<file path="src/rtl/aabo_pkg.sv">
`timescale 1ns / 1ps

package aabo_pkg;

  localparam int unsigned CHAN_W    = 8;
  localparam int unsigned PROD_W    = 2 * CHAN_W;       // 8x8 product
  localparam int unsigned WIDE_W    = 3 * CHAN_W;       // 8x8x8 product
  localparam int unsigned NUM_W     = PROD_W + 1;       // sum of two products
  localparam int unsigned N_COLOR   = 3;                // red, green, blue
  localparam int unsigned N_DIV     = CHAN_W;           // one quotient bit per stage
  localparam int unsigned N_FRONT   = 4;                // stages ahead of the divider
  localparam int unsigned N_STAGE   = N_FRONT + N_DIV + 1;
  localparam int unsigned IN_W      = 8 * CHAN_W;
  localparam int unsigned OUT_W     = 4 * CHAN_W;

  localparam logic [CHAN_W-1:0] FULL_ALPHA = 8'd255;

  typedef logic [CHAN_W-1:0] chan_t;
  typedef logic [PROD_W-1:0] prod_t;
  typedef logic [WIDE_W-1:0] wide_t;
  typedef logic [NUM_W-1:0]  num_t;

  typedef struct packed {
    chan_t a;
    chan_t r;
    chan_t g;
    chan_t b;
  } pix_t;

  // products of the input pixel
  typedef struct packed {
    logic                     bypass;
    pix_t                     dst;
    chan_t                    sa;
    prod_t                    t;      // dst_alpha * (255 - src_alpha)
    prod_t [N_COLOR-1:0]      ps;     // src_c * src_alpha
    chan_t [N_COLOR-1:0]      dc;
  } st1_t;

  // result alpha, wide destination terms
  typedef struct packed {
    logic                     bypass;
    pix_t                     dst;
    chan_t                    ra;
    prod_t [N_COLOR-1:0]      ps;
    wide_t [N_COLOR-1:0]      x;      // dst_c * t
  } st2_t;

  // estimate of x / 255, low by at most one
  typedef struct packed {
    logic                     bypass;
    pix_t                     dst;
    chan_t                    ra;
    prod_t [N_COLOR-1:0]      ps;
    wide_t [N_COLOR-1:0]      x;
    prod_t [N_COLOR-1:0]      qe;
  } st3_t;

  // dividend per channel
  typedef struct packed {
    logic                     bypass;
    pix_t                     dst;
    chan_t                    ra;
    num_t  [N_COLOR-1:0]      num;
  } st4_t;

  // restoring divider stage
  typedef struct packed {
    logic                     bypass;
    pix_t                     dst;
    chan_t                    ra;
    num_t  [N_COLOR-1:0]      rem;
    chan_t [N_COLOR-1:0]      quo;
    logic  [N_COLOR-1:0]      sat;
  } dv_t;

  // floor(t / 255), exact for any t up to 255 * 255
  function automatic chan_t div255_16(input prod_t t);
    logic [PROD_W:0] s;
    s = {1'b0, t} + {{(PROD_W+1-CHAN_W){1'b0}}, t[PROD_W-1:CHAN_W]} + 17'd1;
    return s[PROD_W-1:CHAN_W];
  endfunction

  // floor(x / 255) estimate for 24-bit x; result is q or q-1
  function automatic prod_t div255_est(input wide_t x);
    logic [WIDE_W:0] s;
    s = {1'b0, x}
      + {{(CHAN_W+1){1'b0}}, x[WIDE_W-1:CHAN_W]}
      + {{(PROD_W+1){1'b0}}, x[WIDE_W-1:PROD_W]};
    return s[WIDE_W-1:CHAN_W];
  endfunction

endpackage

</file>
<file path="src/rtl/argb_alpha_blend_over.sv">
`timescale 1ns / 1ps

// Porter-Duff "over" blend of one non-premultiplied ARGB8888 source pixel
// onto one destination pixel, one pixel pair per clock when the output is not stalled.
//
// Input stream (s_*): one word carries both pixels. Output stream (m_*):
// one word carries the composite pixel. A word moves on a rising edge with
// tvalid and tready both high.
//
// A word passes 13 register stages to m_tvalid, the first loaded at the
// accepting edge. Throughput: one word per cycle while m_tready is high.
// The depth is set by the colour divide, a restoring divider that resolves
// one quotient bit per stage (8 stages), behind four stages of multiplies
// and divide-by-255 reduction, plus the output register.
//
// Each stage holds a valid bit and advances when it is empty or when the
// stage after it advances, so bubbles collapse and the input keeps taking
// words while a result waits at the output until the pipe fills. A stall
// at m_tready holds every full stage; nothing is dropped or repeated.
//
// rst (synchronous, active high) clears all valid bits; the pipe is empty.

module argb_alpha_blend_over
  import aabo_pkg::*;
(
  input  logic             clk,
  input  logic             rst,
  input  logic             s_tvalid,
  output logic             s_tready,
  // dst_alpha, dst_red, dst_green, dst_blue,
  // src_alpha, src_red, src_green, src_blue (8 bits each, low to high)
  input  logic [IN_W-1:0]  s_tdata,
  output logic             m_tvalid,
  input  logic             m_tready,
  // out_alpha, out_red, out_green, out_blue (8 bits each, low to high)
  output logic [OUT_W-1:0] m_tdata
);

  // stage valid bits and advance enables
  logic [N_STAGE-1:0] vld;
  logic [N_STAGE:0]   en;

  st1_t s1, s1_next;
  st2_t s2, s2_next;
  st3_t s3, s3_next;
  st4_t s4, s4_next;
  dv_t  dv      [N_DIV];
  dv_t  dv_next [N_DIV];
  logic [OUT_W-1:0] out_data, out_next;

  // ready chain from the output back
  always_comb begin
    en[N_STAGE] = m_tready;
    for (int i = N_STAGE - 1; i >= 0; i--) begin
      en[i] = !vld[i] || en[i+1];
    end
  end

  // no word is taken while in reset
  assign s_tready = en[0] && !rst;
  assign m_tvalid = vld[N_STAGE-1];
  assign m_tdata  = out_data;

  always_ff @(posedge clk) begin
    if (rst) begin
      vld <= '0;
    end else begin
      if (en[0]) begin
        vld[0] <= s_tvalid;
      end
      for (int i = 1; i < N_STAGE; i++) begin
        if (en[i]) begin
          vld[i] <= vld[i-1];
        end
      end
    end
  end

  // stage 1: unpack, 8x8 products
  always_comb begin
    chan_t inv_sa;
    s1_next.dst.a = s_tdata[0*CHAN_W +: CHAN_W];
    s1_next.dst.r = s_tdata[1*CHAN_W +: CHAN_W];
    s1_next.dst.g = s_tdata[2*CHAN_W +: CHAN_W];
    s1_next.dst.b = s_tdata[3*CHAN_W +: CHAN_W];
    s1_next.sa    = s_tdata[4*CHAN_W +: CHAN_W];
    s1_next.bypass = (s1_next.sa == '0);   // transparent source
    inv_sa = FULL_ALPHA - s1_next.sa;
    s1_next.t = PROD_W'(s1_next.dst.a) * PROD_W'(inv_sa);
    for (int c = 0; c < N_COLOR; c++) begin
      s1_next.ps[c] = PROD_W'(s_tdata[(5+c)*CHAN_W +: CHAN_W]) * PROD_W'(s1_next.sa);
    end
    s1_next.dc[0] = s1_next.dst.r;
    s1_next.dc[1] = s1_next.dst.g;
    s1_next.dc[2] = s1_next.dst.b;
  end

  // stage 2: result alpha, dst_c * t
  always_comb begin
    s2_next.bypass = s1.bypass;
    s2_next.dst    = s1.dst;
    s2_next.ps     = s1.ps;
    s2_next.ra     = s1.sa + div255_16(s1.t);   // never above 255
    for (int c = 0; c < N_COLOR; c++) begin
      s2_next.x[c] = WIDE_W'(s1.dc[c]) * WIDE_W'(s1.t);
    end
  end

  // stage 3: estimate x / 255
  always_comb begin
    s3_next.bypass = s2.bypass;
    s3_next.dst    = s2.dst;
    s3_next.ra     = s2.ra;
    s3_next.ps     = s2.ps;
    s3_next.x      = s2.x;
    for (int c = 0; c < N_COLOR; c++) begin
      s3_next.qe[c] = div255_est(s2.x[c]);
    end
  end

  // stage 4: correct the estimate, form the dividend
  always_comb begin
    wide_t qx;
    wide_t r;
    prod_t q;
    s4_next.bypass = s3.bypass;
    s4_next.dst    = s3.dst;
    s4_next.ra     = s3.ra;
    for (int c = 0; c < N_COLOR; c++) begin
      qx = {s3.qe[c], {CHAN_W{1'b0}}} - WIDE_W'(s3.qe[c]);   // qe * 255
      r  = s3.x[c] - qx;
      q  = (r >= WIDE_W'(FULL_ALPHA)) ? s3.qe[c] + PROD_W'(1) : s3.qe[c];
      s4_next.num[c] = NUM_W'(s3.ps[c]) + NUM_W'(q);
    end
  end

  // divider: stage k resolves quotient bit (7 - k)
  always_comb begin
    num_t trial;
    for (int k = 0; k < N_DIV; k++) begin
      if (k == 0) begin
        dv_next[k].bypass = s4.bypass;
        dv_next[k].dst    = s4.dst;
        dv_next[k].ra     = s4.ra;
        dv_next[k].rem    = s4.num;
        dv_next[k].quo    = '0;
        for (int c = 0; c < N_COLOR; c++) begin
          // quotient would not fit in 8 bits
          dv_next[k].sat[c] = (s4.num[c] >= {1'b0, s4.ra, {CHAN_W{1'b0}}});
        end
      end else begin
        dv_next[k] = dv[k-1];
      end
      trial = NUM_W'(dv_next[k].ra) << (N_DIV - 1 - k);
      for (int c = 0; c < N_COLOR; c++) begin
        if (dv_next[k].rem[c] >= trial) begin
          dv_next[k].rem[c]             = dv_next[k].rem[c] - trial;
          dv_next[k].quo[c][N_DIV-1-k]  = 1'b1;
        end
      end
    end
  end

  // output word
  always_comb begin
    chan_t col [N_COLOR];
    for (int c = 0; c < N_COLOR; c++) begin
      col[c] = dv[N_DIV-1].sat[c] ? FULL_ALPHA : dv[N_DIV-1].quo[c];
    end
    if (dv[N_DIV-1].bypass) begin
      out_next = {dv[N_DIV-1].dst.b, dv[N_DIV-1].dst.g,
                  dv[N_DIV-1].dst.r, dv[N_DIV-1].dst.a};
    end else begin
      out_next = {col[2], col[1], col[0], dv[N_DIV-1].ra};
    end
  end

  // payload registers
  always_ff @(posedge clk) begin
    if (en[0]) begin
      s1 <= s1_next;
    end
    if (en[1]) begin
      s2 <= s2_next;
    end
    if (en[2]) begin
      s3 <= s3_next;
    end
    if (en[3]) begin
      s4 <= s4_next;
    end
    for (int k = 0; k < N_DIV; k++) begin
      if (en[N_FRONT+k]) begin
        dv[k] <= dv_next[k];
      end
    end
    if (en[N_STAGE-1]) begin
      out_data <= out_next;
    end
  end

endmodule

</file>
<file path="config.mk">
export PLATFORM = sky130hd
export DESIGN_NAME = argb_alpha_blend_over
export DESIGN_NICKNAME = d
export VERILOG_FILES = /design/src/rtl/aabo_pkg.sv /design/src/rtl/argb_alpha_blend_over.sv
export SDC_FILE = /design/constraint.sdc
export NUM_CORES = 2
export LEC_CHECK = 0
export ABC_AREA = 0
export BUFFER_PORTS_ARGS = -buffer_cell sky130_fd_sc_hd__clkbuf_2
export CAP_MARGIN = 10
export CORE_ASPECT_RATIO = 1.75
export CORE_UTILIZATION = 47
export DETAILED_ROUTE_END_ITERATION = 10
export HOLD_SLACK_MARGIN = 0.02
export PLACE_DENSITY_LB_ADDON = 0.15
export REMOVE_ABC_BUFFERS = 1
export SKIP_CTS_REPAIR_TIMING = 1
export SLEW_MARGIN = 10
export SYNTH_ARGS = -nofsm -noshare
export SYNTH_HDL_FRONTEND = slang
export SYNTH_SLANG_ARGS = --single-unit
</file>
<file path="constraint.sdc">
create_clock -name clk -period 17.89 [get_ports clk]
set_input_delay 2.6835 -clock clk [delete_from_list [all_inputs] [get_ports clk]]
set_output_delay 2.6835 -clock clk [all_outputs]
set_load 0.005 [all_outputs]
</file>
# Word level (Yosys, flattened, before mapping)
# Memories as Yosys holds them, arrays and structs flattened.
# Cells that the tools add are included.
# totals
word_cells	244
ff_bits	612
n_memories	1
out_inout_bits	34
mem_bits_rw	952
# op_classes
n_lt_le_gt_ge	30
n_mux	71
addsub	46
mul	7
n_reduce_logical	29
# mem_list
name	depth	width	rd	rd_ports_with_merged_regs	write_ports	line_no	rtl
dv	8	119	8	0	8	argb_alpha_blend_over.sv:47	dv_t dv [N_DIV];
# op_table
operator	count
$mux W17	24
$add A24 B16 Y24	3
$add A24 B8 Y24	3
$ge A24 B8 Y1 const B	3
$mul A8 B16 Y24	3
$sub A24 B16 Y24	3
$sub A24 B24 Y24	3
$add A16 B1 Y16 const B	4
$mul A8 B8 Y16	4
$add A16 B16 Y17	3
$ge A17 B10 Y1	3
$ge A17 B11 Y1	3
$ge A17 B12 Y1	3
$ge A17 B13 Y1	3
$ge A17 B14 Y1	3
$ge A17 B15 Y1	3
$ge A17 B16 Y1	3
$ge A17 B8 Y1	3
$ge A17 B9 Y1	3
$sub A17 B10 Y17	3
$sub A17 B11 Y17	3
$sub A17 B12 Y17	3
$sub A17 B13 Y17	3
$sub A17 B14 Y17	3
14 further kinds	88

# Depth between registers and ports, before layout
# depth
depth_word	15
depth_mapped	28

# Least setup slack after synthesis
# OpenSTA, ideal clock, no wires.
# synth_path
path_type	input-to-output
start	in m_tready
end	out s_tready
path_stages	11
n_path_buf	1
setup_slack_ns	4.778
t_arrival_ns	10.428
path_cell_list	nor2b_1 > and2_1 > inv_1 > nor2_1 > and2_1 > inv_1 > nor2_1 > and2_1 > clkbuf_1 > nand4_1 > nor2b_1
# synth_between
elab_chain_len	14
# synth_lines
element	line_no	rtl
from (decl)	argb_alpha_blend_over.sv:34	input logic m_tready,
$logic_or A1 B1 Y1 (2 in series)	argb_alpha_blend_over.sv:55	en[i] = !vld[i] || en[i+1];
net en[11]	argb_alpha_blend_over.sv:41	logic [N_STAGE:0] en;
$logic_or A1 B1 Y1 (4 in series)	argb_alpha_blend_over.sv:55	
net en[7]	argb_alpha_blend_over.sv:41	
$logic_or A1 B1 Y1 (7 in series)	argb_alpha_blend_over.sv:55	
$logic_and A1 B1 Y1	argb_alpha_blend_over.sv:60	assign s_tready = en[0] && !rst;
to (decl)	argb_alpha_blend_over.sv:29	output logic s_tready,
# The timed path passes the listed nets, and every way through them passes these cells.

# Final worst setup path
# Same ends and word-level chain as after synthesis.

==> impl_metrics.csv <==
group,metric,value,unit
setup_path,cp.arrival,6.24,ns
clock_network,insertion_delay,0.81,ns
setup_path,crit_path_max_incr_delay,0.63,ns
min_path,min_path_type,"flop to flop",
sta,setup_viol_count_final,0,
sta,fin_crit_sh,49.9,%
logic_synthesis,netlist_top_cells_count,"1,416 x edfxtp_1, 885 x inv_1, 743 x ha_1",
setup_path,start_kind,"primary input",
sta,skew,0.0742,ns
logic_synthesis,synth_cells,7237,
setup_path,crit_path_top_delay_cell,"buf_4",
routing,drtIter0Drc,2318,
cells_and_area,drive_gt1_share,6.05,%
routing,dr.pass1.iters,5,
setup_path,critPathBufInv,6,
logic_synthesis,synth_top_area_share,49.2,%
logic_synthesis,synth_area,86500,um2
cells_and_area,fillers,16000,
global_routing,top_usage_layer,"met2",
sta,clock.fmax,112,MHz
logic_synthesis,yosysMostFrequentCell,"edfxtp_1",
routing,vias,52100,
routing,drc,0,
logic_synthesis,synthArstFlopShare,0,%
sta,hold_viol_final,0,
global_routing,grt_max_degree,140,
logic_synthesis,synth_top_area_cell,"edfxtp_1",
routing,ant_nets,0,
logic_synthesis,synth-edff-count,1416,
floorplanning,dieHeight,569,um
floorplanning,row_count,208,
logic_synthesis,ys_ff_latch,1429,
clock_network,cts_tree,"done",
logic_synthesis,syn_avg_cell_area,12.0,um2
logic_synthesis,ys_types,95,
global_routing,grt_pass1_vias,54900,
cells_and_area,area_growth,9.14,%
floorplanning,io_pins,102,
global_routing,gr-usage-met1,19.5,%
setup_path,crit_family,"buffers and inverters",
logic_synthesis,ys.flop_type,"edfxtp_1",
placement,place_ws,8.82,ns
floorplanning,die_area,186000,um2
routing,wl,184,mm
floorplanning,start_util,47.2,%
sta,setup_tns,0,ns
placement,routabilityCongestion,0.931,
floorplanning,die_x,326,um
global_routing,grt_pass1_wl,291,mm
placement,portBuffers,101,
setup_path,end_kind,"primary output",
logic_synthesis,synth_seq_area_share,49.5,%
global_routing,use_met3,1.95,%
cells_and_area,seqCellArea,42800,um2
logic_synthesis,ys_warn_count,0,
sta,relSlewSlack,28.9,%
setup_path,crit_top_cell,"and2_1",
clock_network,clock_sinks,1429,
run,max_cap_violations,0,
setup_path,crit_required,15.21,ns
floorplanning,core-area,183000,um2
sta,rsz0062_at_grt,"no",
global_routing,antenna_found_initial,2,
logic_synthesis,yosys-top-cells-area,"edfxtp_1 49%, fa_1 11%, ha_1 11%",
cells_and_area,multiInputGateArea,39900,um2
clock_network,numCtsBuffers,143,
setup_path,worstSetupPathType,"primary input to primary output",
clock_network,clkTransAtPathRegs,0.06,ns
status,outcome,"completed",
setup_path,critPathMaxFanout,69,
routing,wire_per_inst,18.6,um
sta,fin_ws,8.97,ns
sta,slew_violations,0,
global_routing,grt.overflow.total,0,
setup_path,crit_chain,"clkbuf_2 -> nor2b_1 -> and2_1 -> inv_2 -> buf_4 -> nor2_1 -> and2_1 -> inv_4 -> nor2_1 -> and2_1 -> nand4_1 -> buf_4 -> nor2b_1 -> clkbuf_2",
routing,via_per_inst,5.26,
clock_network,cts_buffer_depth,4,
clock_network,root_buffer,"clkbuf_16",
global_routing,grt_use_met2,41.0,%
placement,hpwl,147,mm
clock_network,cts_htree_levels,4,
cells_and_area,nets,8662,
global_routing,grtUsageTotal,20.1,%
sta,worst_pin_slew,1.06,ns
sta,min_period,8.92,ns
## layout by cell type, fill, tap and decap left out, types with 44 or more instances in the layout
cell type  instances
nor2_1           368
xor2_1           125
a21oi_1          313
ha_1             743
nor2b_1          135
xnor2_1          301
buf_4             49
nand3_1          102
clkbuf_16        146
and2_1           294
nand4_1           64
fa_1             466
a21boi_0          56
o21ai_0          259
and3_1            44
a21o_1            84
o21a_1            44
edfxtp_1        1416
nand2b_1         106
nor3_1           133
clkbuf_2         101
inv_1            879
nand2_1          605
nor4_1            60
## flip-flops by register name (all words and copies together) (netlist names)
| register | count |
|---|---|
| dv_next | 41 |
| s4 | 51 |
| dv | 817 |
| s1 | 105 |
| s2 | 161 |
| vld | 13 |
| s3 | 209 |
| m_tdata | 32 |
## metrics by stage
stage / hold slack [ns] / util (%) / area [um2] / cells
after detailed placement: 0.405 / 49.1 / 89900 / 9655
after global routing: 0.398 / 51.5 / 94400 / 9903
after floorplan: 0.400 / - / 85900 / 7089
after CTS: 0.388 / 51.5 / 94400 / 9902
final: 0.394 / 51.5 / 94400 / 9903
after global placement: 0.401 / 49.1 / 89900 / 9655
## area by class of cell
class / instances / share of cell area (%)
tap: 2415 / 3.20
antenna: 1 / 0.00265
multi-input combinational: 4774 / 42.2
sequential: 1429 / 45.3
clock buffer: 164 / 3.94
inverter: 886 / 3.54
timing repair buffer: 151 / 0.946
clock inverter: 83 / 0.817
## cells by family (layout without fill, tap and decap cells)
kind of cell	after synthesis	in the layout	synth area share [%]
mux	67	67	0.848
flops	1429	1429	49.5
simple gates	2069	2069	12.1
other cells	0	1	0
buf+inv	1034	1284	4.51
compound gates	1002	1002	7.25
fa+ha+maj	1209	1209	21.5
xor+xnor	427	427	4.34
## metal layers
metal / up-vias / wire length, um
li1: 25500 / -
met1: 25400 / 64500
met2: 840 / 106000
met3: 386 / 4380
met4: 0 / 9740
met5: - / 0
## worst paths after layout
kind / from / end / slack, ns / cells after the start
worst min-delay path: dv[0][111] / dv[0][230] / 0.39 / 0
worst max-delay path: m_tready / s_tready / 8.97 / 14
worst min register to register: dv[0][111] / dv[0][230] / 0.39 / 0
worst max register to register: s3[34] / s4[48] / 10.25 / 26
## worst register-to-register path, delay by kind of cell (launching register included)
kind / cells / cell delay, ns
compound gates: 11 / 2.28
xor+xnor: 2 / 0.52
fa+ha+maj: 4 / 1.26
buf+inv: 3 / 0.36
flops: 1 / 0.62
mux: 1 / 0.38
simple gates: 5 / 1.92
Power is left out: the tool's default activity adds up to more than one toggle a clock period on the data nets, which glitch-free logic cannot reach.
